File: src/sva_pkg.sv
// Types, constants and helpers shared by the estimator modules.
package sva_pkg;
	localparam int FRAC_BITS = 16;
	localparam int VAL_W = 48;
	localparam int RAW_W = 32;
	localparam int DT_W = 16;
	localparam int CFG_W = 32;
	localparam int IDX_W = 3;
	localparam int A_W = 50;
	localparam int M_W = 2 * FRAC_BITS + 9;
	localparam int D_W = CFG_W + 12;
	localparam int P_W = A_W + M_W;
	localparam int CNT_W = $clog2(P_W);
	localparam int SUM_W = 52;

	localparam logic [2:0] KIND_DIGITAL = 3'd0;
	localparam logic [2:0] KIND_SONAR = 3'd1;
	localparam logic [2:0] KIND_ENCODER = 3'd2;
	localparam logic [2:0] KIND_IME = 3'd3;
	localparam logic [2:0] KIND_POT = 3'd4;
	localparam logic [2:0] KIND_GYRO = 3'd5;
	localparam logic [2:0] KIND_LIGHT = 3'd6;
	localparam logic [2:0] KIND_CUSTOM = 3'd7;

	localparam logic [IDX_W-1:0] REG_KIND = 3'd0;
	localparam logic [IDX_W-1:0] REG_REVERSE = 3'd1;
	localparam logic [IDX_W-1:0] REG_SCALE = 3'd2;
	localparam logic [IDX_W-1:0] REG_SONAR_MIN = 3'd3;
	localparam logic [IDX_W-1:0] REG_SONAR_MAX = 3'd4;

	typedef logic [1:0] md_sel_t;
	localparam md_sel_t SEL_CONV = 2'd0;
	localparam md_sel_t SEL_VEL = 2'd1;
	localparam md_sel_t SEL_ACC = 2'd2;

	typedef struct packed {
		logic load_in;
		logic md_start;
		md_sel_t md_sel;
		logic commit_conv;
		logic commit_vel;
		logic commit_acc;
		logic load_out;
	} sva_cmd_t;

	typedef struct packed {
		logic md_done;
		logic out_busy;
	} sva_stat_t;

	function automatic logic signed [VAL_W-1:0] sat48(input logic signed [SUM_W-1:0] x);
		logic signed [SUM_W-1:0] pos_lim;
		logic signed [SUM_W-1:0] neg_lim;
		pos_lim = {{(SUM_W-VAL_W+1){1'b0}}, {(VAL_W-1){1'b1}}};
		neg_lim = ~pos_lim;
		if (x > pos_lim) begin
			return pos_lim[VAL_W-1:0];
		end else if (x < neg_lim) begin
			return neg_lim[VAL_W-1:0];
		end
		return x[VAL_W-1:0];
	endfunction
endpackage

File: src/sva_muldiv.sv
// Serial multiply then restoring divide with saturated signed quotient.
module sva_muldiv
	import sva_pkg::*;
(
	input logic clk,
	input logic arst_n,
	input logic start,
	input logic signed [A_W-1:0] a,
	input logic [M_W-1:0] m,
	input logic [D_W-1:0] den,
	output logic done,
	output logic signed [VAL_W-1:0] q
);
	localparam logic [1:0] ST_IDLE = 2'd0;
	localparam logic [1:0] ST_MUL = 2'd1;
	localparam logic [1:0] ST_DIV = 2'd2;

	logic [1:0] state_q;
	logic [CNT_W-1:0] cnt_q;
	logic done_q;
	logic neg_q;
	logic [A_W-1:0] mag_q;
	logic [M_W-1:0] m_q;
	logic [D_W-1:0] den_q;
	logic [P_W-1:0] nq_q;
	logic [D_W-1:0] rem_q;
	logic [D_W:0] rem_sh;
	logic rem_ge;
	logic [VAL_W-1:0] lim;
	logic ovf;
	logic [VAL_W-1:0] qmag;

	assign rem_sh = {rem_q, nq_q[P_W-1]};
	assign rem_ge = rem_sh >= {1'b0, den_q};

	always_ff @(posedge clk or negedge arst_n) begin
		if (!arst_n) begin
			state_q <= ST_IDLE;
			cnt_q <= '0;
			done_q <= 1'b0;
		end else begin
			done_q <= 1'b0;
			unique case (state_q)
				ST_IDLE: begin
					if (start) begin
						state_q <= ST_MUL;
						cnt_q <= CNT_W'(M_W - 1);
					end
				end
				ST_MUL: begin
					if (cnt_q == '0) begin
						state_q <= ST_DIV;
						cnt_q <= CNT_W'(P_W - 1);
					end else begin
						cnt_q <= cnt_q - 1'b1;
					end
				end
				ST_DIV: begin
					if (cnt_q == '0) begin
						state_q <= ST_IDLE;
						done_q <= 1'b1;
					end else begin
						cnt_q <= cnt_q - 1'b1;
					end
				end
				default: begin
					state_q <= ST_IDLE;
				end
			endcase
		end
	end

	always_ff @(posedge clk) begin
		if (state_q == ST_IDLE && start) begin
			neg_q <= a[A_W-1];
			mag_q <= a[A_W-1] ? A_W'(-a) : A_W'(a);
			m_q <= m;
			den_q <= (den == '0) ? D_W'(1) : den;
			nq_q <= '0;
			rem_q <= '0;
		end else if (state_q == ST_MUL) begin
			nq_q <= {nq_q[P_W-2:0], 1'b0}
				+ (m_q[cnt_q[$clog2(M_W)-1:0]] ? P_W'(mag_q) : P_W'(0));
		end else if (state_q == ST_DIV) begin
			rem_q <= rem_ge ? D_W'(rem_sh - {1'b0, den_q}) : rem_sh[D_W-1:0];
			nq_q <= {nq_q[P_W-2:0], rem_ge};
		end
	end

	assign lim = neg_q ? {1'b1, {(VAL_W-1){1'b0}}} : {1'b0, {(VAL_W-1){1'b1}}};
	assign ovf = (|nq_q[P_W-1:VAL_W]) || (nq_q[VAL_W-1:0] > lim);
	assign qmag = ovf ? lim : nq_q[VAL_W-1:0];
	assign q = neg_q ? $signed(-qmag) : $signed(qmag);
	assign done = done_q;
endmodule

File: src/sva_datapath.sv
// Datapath: configuration registers, conversion, history, filters and output register.
module sva_datapath
	import sva_pkg::*;
(
	input logic clk,
	input logic arst_n,
	input logic cfg_valid,
	input logic [IDX_W-1:0] cfg_index,
	input logic [CFG_W-1:0] cfg_data,
	input logic [RAW_W+DT_W-1:0] s_tdata,
	input logic m_tready,
	output logic m_tvalid,
	output logic [3*VAL_W-1:0] m_tdata,
	input sva_cmd_t cmd,
	output sva_stat_t stat
);
	localparam logic signed [A_W-1:0] ONE_A = A_W'(1) << FRAC_BITS;
	localparam logic signed [SUM_W-1:0] POT_FULL = SUM_W'(260) << FRAC_BITS;
	localparam logic signed [SUM_W-1:0] LIGHT_FULL = SUM_W'(4095) << FRAC_BITS;

	logic [2:0] kind_q;
	logic rev_q;
	logic [CFG_W-1:0] scale_q;
	logic [15:0] smin_q;
	logic [15:0] smax_q;

	logic signed [RAW_W-1:0] raw_q;
	logic [DT_W-1:0] dt_q;
	logic signed [VAL_W-1:0] value_q;
	logic signed [VAL_W-1:0] newest_q;
	logic signed [VAL_W-1:0] prev_q;
	logic hist_q;
	logic signed [VAL_W-1:0] vel_q;
	logic signed [VAL_W-1:0] acc_q;
	logic signed [VAL_W-1:0] vel_new_q;
	logic out_valid_q;
	logic [3*VAL_W-1:0] out_data_q;

	logic signed [A_W-1:0] raw_a;
	logic signed [A_W-1:0] conv_a;
	logic [M_W-1:0] conv_m;
	logic [D_W-1:0] conv_den;
	logic signed [A_W-1:0] md_a;
	logic [M_W-1:0] md_m;
	logic [D_W-1:0] md_den;
	logic md_done;
	logic signed [VAL_W-1:0] md_q;
	logic signed [SUM_W-1:0] q_w;
	logic signed [VAL_W-1:0] conv_val;
	logic signed [SUM_W-1:0] vel_w;
	logic signed [SUM_W-1:0] vel_sum;
	logic signed [SUM_W-1:0] acc_sum;
	logic [D_W-1:0] dt_d;

	always_ff @(posedge clk or negedge arst_n) begin
		if (!arst_n) begin
			kind_q <= KIND_DIGITAL;
			rev_q <= 1'b0;
			scale_q <= CFG_W'(1) << FRAC_BITS;
			smin_q <= 16'd0;
			smax_q <= 16'd400;
		end else if (cfg_valid) begin
			unique case (cfg_index)
				REG_KIND: kind_q <= cfg_data[2:0];
				REG_REVERSE: rev_q <= cfg_data[0];
				REG_SCALE: scale_q <= cfg_data;
				REG_SONAR_MIN: smin_q <= cfg_data[15:0];
				REG_SONAR_MAX: smax_q <= cfg_data[15:0];
				default: begin
				end
			endcase
		end
	end

	assign raw_a = {{(A_W-RAW_W){raw_q[RAW_W-1]}}, raw_q};
	assign dt_d = D_W'(dt_q);

	always_comb begin
		conv_a = raw_a;
		conv_m = M_W'(1);
		conv_den = D_W'(1);
		case (kind_q)
			KIND_DIGITAL: begin
				conv_a = ((raw_q == '0) != rev_q) ? ONE_A : '0;
			end
			KIND_SONAR: begin
				if (rev_q) begin
					conv_a = A_W'(smax_q) - raw_a + A_W'(smin_q);
				end
				conv_m = M_W'(scale_q);
			end
			KIND_ENCODER: begin
				conv_m = M_W'(1) << (2 * FRAC_BITS);
				conv_den = D_W'(scale_q);
			end
			KIND_IME: begin
				conv_m = M_W'(360) << (2 * FRAC_BITS);
				conv_den = D_W'(scale_q);
			end
			KIND_POT: begin
				conv_m = M_W'(260) << (2 * FRAC_BITS);
				conv_den = {scale_q, 12'd0} - D_W'(scale_q);
			end
			KIND_GYRO: begin
				conv_a = rev_q ? -raw_a : raw_a;
			end
			KIND_LIGHT: begin
				conv_m = M_W'(1) << FRAC_BITS;
			end
			default: begin
			end
		endcase
	end

	always_comb begin
		md_a = conv_a;
		md_m = conv_m;
		md_den = conv_den;
		case (cmd.md_sel)
			SEL_VEL: begin
				md_a = A_W'(newest_q) - A_W'(prev_q);
				md_m = M_W'(500);
				md_den = {dt_d[D_W-2:0], 1'b0} + dt_d;
			end
			SEL_ACC: begin
				md_a = A_W'(vel_new_q) - A_W'(vel_q);
				md_m = M_W'(1);
				md_den = dt_d;
			end
			default: begin
			end
		endcase
	end

	sva_muldiv u_muldiv (
		.clk(clk),
		.arst_n(arst_n),
		.start(cmd.md_start),
		.a(md_a),
		.m(md_m),
		.den(md_den),
		.done(md_done),
		.q(md_q)
	);

	assign q_w = SUM_W'(md_q);
	assign vel_w = SUM_W'(vel_q);

	always_comb begin
		conv_val = md_q;
		if (rev_q) begin
			case (kind_q) inside
				KIND_ENCODER, KIND_IME: conv_val = sat48(-q_w);
				KIND_POT: conv_val = sat48(POT_FULL - q_w);
				KIND_LIGHT: conv_val = sat48(LIGHT_FULL - q_w);
				default: conv_val = md_q;
			endcase
		end
	end

	assign vel_sum = q_w + (vel_w <<< 1) + vel_w;
	assign acc_sum = q_w + SUM_W'(acc_q);

	always_ff @(posedge clk or negedge arst_n) begin
		if (!arst_n) begin
			newest_q <= '0;
			prev_q <= '0;
			hist_q <= 1'b0;
			vel_q <= '0;
			acc_q <= '0;
			out_valid_q <= 1'b0;
		end else begin
			if (cmd.commit_conv) begin
				newest_q <= conv_val;
				prev_q <= hist_q ? newest_q : conv_val;
				hist_q <= 1'b1;
			end
			if (cmd.commit_acc) begin
				vel_q <= vel_new_q;
				acc_q <= sat48(acc_sum >>> 1);
			end
			if (cmd.load_out) begin
				out_valid_q <= 1'b1;
			end else if (m_tready) begin
				out_valid_q <= 1'b0;
			end
		end
	end

	always_ff @(posedge clk) begin
		if (cmd.load_in) begin
			raw_q <= s_tdata[RAW_W-1:0];
			dt_q <= (s_tdata[RAW_W+DT_W-1:RAW_W] == '0) ? DT_W'(1)
				: s_tdata[RAW_W+DT_W-1:RAW_W];
		end
		if (cmd.commit_conv) begin
			value_q <= conv_val;
		end
		if (cmd.commit_vel) begin
			vel_new_q <= sat48(vel_sum >>> 2);
		end
		if (cmd.load_out) begin
			out_data_q <= {acc_q, vel_q, value_q};
		end
	end

	assign m_tvalid = out_valid_q;
	assign m_tdata = out_data_q;
	assign stat.md_done = md_done;
	assign stat.out_busy = out_valid_q && !m_tready;
endmodule

File: src/sva_ctrl.sv
// Controller state machine sequencing conversion, velocity and acceleration steps.
module sva_ctrl
	import sva_pkg::*;
(
	input logic clk,
	input logic arst_n,
	input logic s_tvalid,
	output logic s_tready,
	input sva_stat_t stat,
	output sva_cmd_t cmd
);
	localparam logic [2:0] ST_IDLE = 3'd0;
	localparam logic [2:0] ST_CONV = 3'd1;
	localparam logic [2:0] ST_CONV_W = 3'd2;
	localparam logic [2:0] ST_VEL = 3'd3;
	localparam logic [2:0] ST_VEL_W = 3'd4;
	localparam logic [2:0] ST_ACC = 3'd5;
	localparam logic [2:0] ST_ACC_W = 3'd6;
	localparam logic [2:0] ST_OUT = 3'd7;

	logic [2:0] state_q;
	logic [2:0] state_d;

	always_comb begin
		state_d = state_q;
		cmd = '0;
		cmd.md_sel = SEL_CONV;
		unique case (state_q)
			ST_IDLE: begin
				if (s_tvalid) begin
					cmd.load_in = 1'b1;
					state_d = ST_CONV;
				end
			end
			ST_CONV: begin
				cmd.md_start = 1'b1;
				state_d = ST_CONV_W;
			end
			ST_CONV_W: begin
				if (stat.md_done) begin
					cmd.commit_conv = 1'b1;
					state_d = ST_VEL;
				end
			end
			ST_VEL: begin
				cmd.md_sel = SEL_VEL;
				cmd.md_start = 1'b1;
				state_d = ST_VEL_W;
			end
			ST_VEL_W: begin
				cmd.md_sel = SEL_VEL;
				if (stat.md_done) begin
					cmd.commit_vel = 1'b1;
					state_d = ST_ACC;
				end
			end
			ST_ACC: begin
				cmd.md_sel = SEL_ACC;
				cmd.md_start = 1'b1;
				state_d = ST_ACC_W;
			end
			ST_ACC_W: begin
				cmd.md_sel = SEL_ACC;
				if (stat.md_done) begin
					cmd.commit_acc = 1'b1;
					state_d = ST_OUT;
				end
			end
			ST_OUT: begin
				if (!stat.out_busy) begin
					cmd.load_out = 1'b1;
					state_d = ST_IDLE;
				end
			end
			default: begin
				state_d = ST_IDLE;
			end
		endcase
	end

	always_ff @(posedge clk or negedge arst_n) begin
		if (!arst_n) begin
			state_q <= ST_IDLE;
		end else begin
			state_q <= state_d;
		end
	end

	assign s_tready = (state_q == ST_IDLE);
endmodule

File: src/sensor_velocity_accel_estimator.sv
// Top level of the sensor velocity and acceleration estimator.
// Each input transaction carries a raw reading and the elapsed milliseconds and yields one
// output transaction with the converted value, the filtered velocity in rpm and the filtered
// acceleration, all signed with 16 fraction bits. One item is processed at a time: three
// passes through one shared serial multiply-divide unit (conversion, velocity, acceleration),
// each a start, 41 multiply steps, 91 divide steps and a commit, then a load of the output
// register. The next input transaction is accepted only after the previous result has been
// loaded into the output register; a stalled output delays that load. A finished result
// waits in the output register while the next input transaction is accepted.
// Configuration writes are always accepted.
module sensor_velocity_accel_estimator
	import sva_pkg::*;
(
	input logic clk,
	input logic arst_n,
	input logic s_tvalid,
	output logic s_tready,
	input logic [RAW_W+DT_W-1:0] s_tdata, // raw_sample[31:0], delta_ms[47:32]
	output logic m_tvalid,
	input logic m_tready,
	output logic [3*VAL_W-1:0] m_tdata, // sample_value[47:0], velocity_rpm[95:48], acceleration[143:96]
	input logic cfg_valid,
	output logic cfg_ready,
	input logic [IDX_W-1:0] cfg_index,
	input logic [CFG_W-1:0] cfg_data
);
	sva_cmd_t cmd;
	sva_stat_t stat;

	assign cfg_ready = 1'b1;

	sva_ctrl u_ctrl (
		.clk(clk),
		.arst_n(arst_n),
		.s_tvalid(s_tvalid),
		.s_tready(s_tready),
		.stat(stat),
		.cmd(cmd)
	);

	sva_datapath u_datapath (
		.clk(clk),
		.arst_n(arst_n),
		.cfg_valid(cfg_valid),
		.cfg_index(cfg_index),
		.cfg_data(cfg_data),
		.s_tdata(s_tdata),
		.m_tready(m_tready),
		.m_tvalid(m_tvalid),
		.m_tdata(m_tdata),
		.cmd(cmd),
		.stat(stat)
	);
endmodule

File: config.mk
export PLATFORM = sky130hd
export DESIGN_NAME = sensor_velocity_accel_estimator
export DESIGN_NICKNAME = d
export VERILOG_FILES = /design/src/sva_pkg.sv /design/src/sva_muldiv.sv /design/src/sva_datapath.sv /design/src/sva_ctrl.sv /design/src/sensor_velocity_accel_estimator.sv
export SDC_FILE = /design/constraint.sdc
export NUM_CORES = 2
export LEC_CHECK = 0
export ABC_CLOCK_PERIOD_IN_PS = 13900
export BUFFER_PORTS_ARGS = -buffer_cell sky130_fd_sc_hd__buf_2
export CAP_MARGIN = 20
export CORE_MARGIN = 5
export CORE_UTILIZATION = 55
export DETAILED_ROUTE_END_ITERATION = 16
export MAX_ROUTING_LAYER = met4
export PLACE_DENSITY_LB_ADDON = 0.2
export RECOVER_POWER = 25
export SYNTH_ARGS = -nofsm -noshare
export SYNTH_HDL_FRONTEND = slang
export SYNTH_SLANG_ARGS = --single-unit
export TNS_END_PERCENT = 100
File: constraint.sdc
create_clock -name clk -period 13.9 [get_ports clk]
set_input_delay 0.695 -clock clk [delete_from_list [all_inputs] [get_ports clk]]
set_output_delay 0.695 -clock clk [all_outputs]
set_load 0.02 [all_outputs]
==> run summary <==
Core ar.: 116000 µm²
placed instance area: 66400 µm²
grt total ovfl: 0
startpoint types: flip-flop
Max Fclk: 87.3 MHz
Data arrival, critical path: 11850 ps
cell with the most instances after synthesis: o21ai_0
clk buf depth: 3
kind of critical path: flip-flop to flip-flop
worst slew pin tran: 6550 ps
failing checks: capacitance limit, slew limit
reg2reg start: u_datapath.u_muldiv.neg_q
CTS sink count: 829
drt drc: 0
fin crit share: 0.824
CP max FO: 78
share of layout cells above drive strength 1: 0.0978
CTS Hold Bufs: 0
Pre-Repair DR Iteration Count: 7
YS warnings: 0
Mean Syn Cell Area: 8.71 µm²
FFs w/ async S/R, synth: 0.332
Worst IR Drop VDD: 0.210 mV
count of state elements after synthesis: 829
routability cong.: 1.06
Die Footprint: 123000 µm²
post-CTS setup buffer count: 0
vias in the first global route: 55400
top cell type by total area after synthesis: edfxtp_1
via-per-instance ratio: 6.65
sequential-to-total area share from yosys stat: 0.347
routed via count: 60000
unrepaired setup endpoints after global routing: false
Syn Inst Count: 7335
standard-cell row count: 125
crit path from: u_datapath.u_muldiv.neg_q
Hold Path Class: primary input to flip-flop
Leak: 28.8 nW
clock skew: 39.8 ps
Die Span Y: 351 µm
Crit path largest cell delay: 760 ps
worst skew pair latency: 740 ps
Detailed Place HPWL: 181000 µm
Die Width: 351 µm
clk root buf: clkbuf_16
Fin. Hold Viols: 0
Syn-to-layout area delta: 9.12%
relative slew slack: -3.36
run status: finished with violations
final WL: 239000 µm
ANT nets after route: 0
initial antenna violation count: 11
Cell variety after synth: 126
first-pass GRT wire length: 351000 µm
fin crit period: 11450 ps
MaxCap Viol Count: 3
# resized after CTS: 0
required time of the critical path: 14300 ps
Post-synth EDFFs: 419
total number of H-tree levels: 3
Initial Utilization: 0.552
Critical Path Stages: 33
Clock transition at path regs: 70 ps
pin count of the biggest net entering global routing: 115
slowest CP cell: a21oi_4
mapped cell area: 63900 µm²
WL/cell: 26.5 µm
top post-synthesis cells by area: edfxtp_1, dfrtp_1, ha_1
Yosys top cell area share: 0.197
Finished Cell Area: 69700 µm²
CTS tree: built
Most used DFF post-synth: edfxtp_1
Reg2Reg Setup Slack: 2450 ps
input/output buffers: 233
Total GRT Usage: 0.386
num ports: 235
DR iter-0 viols: 7705
delay-heaviest family, CP: compound AO/OA/AOI/OAI gates
final net count: 7957
Pwr Density: 300 nW/µm²
Critical Path Sink: u_datapath.vel_new_q[10]
buffer and inverter count on the worst path: 4
cell depth of the worst flop-to-flop path: 33
Critical Path Sink Type: flip-flop
TritonCTS Buffers: 94
Setup Viol. Count Final: 0
final-report max-slew violation count: 264
post-route setup TNS: 0 ps
RR Endpoint: u_datapath.vel_new_q[10]
top cells by count, synth: o21ai_0, nand2_1, a21oi_1
syn nets: 7890
==> metal layers <==
| layer | wire length (µm) | part of all wire | vias to the layer above | GRT usage |
|---|---|---|---|---|
| met1 | 100000 | 0.42 | 29000 | 0.527 |
| li1 | - | - | 27200 | - |
| met5 | 0 | 0 | - | - |
| met2 | 99700 | 0.42 | 3170 | 0.549 |
| met4 | 11600 | 0.048 | 0 | 0.152 |
| met3 | 27200 | 0.11 | 537 | 0.102 |
==> placed cells by master (no fill, tap or decap), types with 98 or more instances in the layout <==
cell and instances:
nand3_1 186, clkbuf_16 98, a21oi_1 562, a21o_1 214, dfxtp_1 135, buf_2 222, edfxtp_1 419, nor3_1 149
o21ai_0 654, nand2_1 608, xor2_1 171, a211oi_1 102, a31oi_1 104, dfrtp_1 270, nand4_1 98, mux2i_1 105
buf_4 110, ha_1 408, inv_1 455, nor2_1 498, xnor2_1 267
==> state kept, by name, indices dropped and copies added (netlist names), 36 cells and up <==
name / count
u_datapath.acc_q: 48
u_datapath.m_tdata: 144
u_datapath.newest_q: 48
u_datapath.prev_q: 48
u_datapath.u_muldiv.den_q: 44
u_datapath.u_muldiv.m_q: 36
u_datapath.u_muldiv.mag_q: 50
u_datapath.u_muldiv.nq_q: 91
u_datapath.u_muldiv.rem_q: 44
u_datapath.value_q: 48
u_datapath.vel_new_q: 48
u_datapath.vel_q: 48
==> metrics by stage <==
stage / setup slack, ps / hold WS (ps) / utilization / total power [mW] / std cells
after floorplan: 3590 / 399 / - / 13.4 / 7335
after global placement: 3170 / 403 / 0.574 / 17.6 / 8824
after detailed placement: 2770 / 405 / 0.574 / 17.7 / 8825
after CTS: 2700 / 27.5 / 0.602 / 20.4 / 9002
after global routing: 1180 / 116 / 0.602 / 22.1 / 9011
final: 2450 / 139 / 0.602 / 20.9 / 9012
==> cell type report <==
cell class | instances | area (µm²)
Sequential cell | 829 | 22200
Antenna cell | 5 | 12.5
Inverter | 470 | 1770
Timing Repair Buffer | 350 | 2070
Clock buffer | 114 | 2580
Tap cell | 1524 | 1910
Clock inverter | 63 | 646
Multi-Input combinational cell | 5657 | 38500
Fill cell | 10200 | 46000
==> cells by family (layout without fill, tap and decap cells) <==
logic type,after synthesis,count (layout),synth area share
AOI/OAI and AO/OA,2388,2388,0.241
xor gates and xnor gates,438,438,0.0600
buffers and inverters,849,997,0.0530
adders and majority gates,470,470,0.0984
muxes,179,179,0.0313
DFF,829,829,0.347
and+or+nand+nor,2180,2180,0.170
other,2,7,0.000118
==> worst register-to-register path: cells and delay by family (launching register included) <==
kind	cells	cell delay [ps]
compound gates	12	4730
fa+ha+maj	4	1970
buf+inv	4	1390
flops	1	350
mux	1	300
simple gates	12	2390
==> report_power, final <==
part / switching (mW) / internal [mW] / leakage (nW)
Sequential: 0.775 / 3.56 / 8.60
Combinational: 8.95 / 4.96 / 18.6
Clock: 1.14 / 1.49 / 1.57
Total: 10.9 / 10.0 / 28.8
==> how the worst min path moves through the flow <==
stage	from	endpoint	slack (ps)	cells after the start
6_report	s_tdata[27]	u_datapath.raw_q[27]	140	1
2_1_floorplan	arst_n	u_ctrl.state_q[0]	400	0
5_1_grt	s_tdata[0]	u_datapath.raw_q[0]	120	1
4_1_cts	arst_n	u_datapath.smin_q[14]	30	1
3_3_place_gp	u_datapath.value_q[47]	u_datapath.m_tdata[47]	400	0
3_5_place_dp	u_datapath.value_q[47]	u_datapath.m_tdata[47]	400	0
No activity file was read; power rests on OpenSTA's default activity.
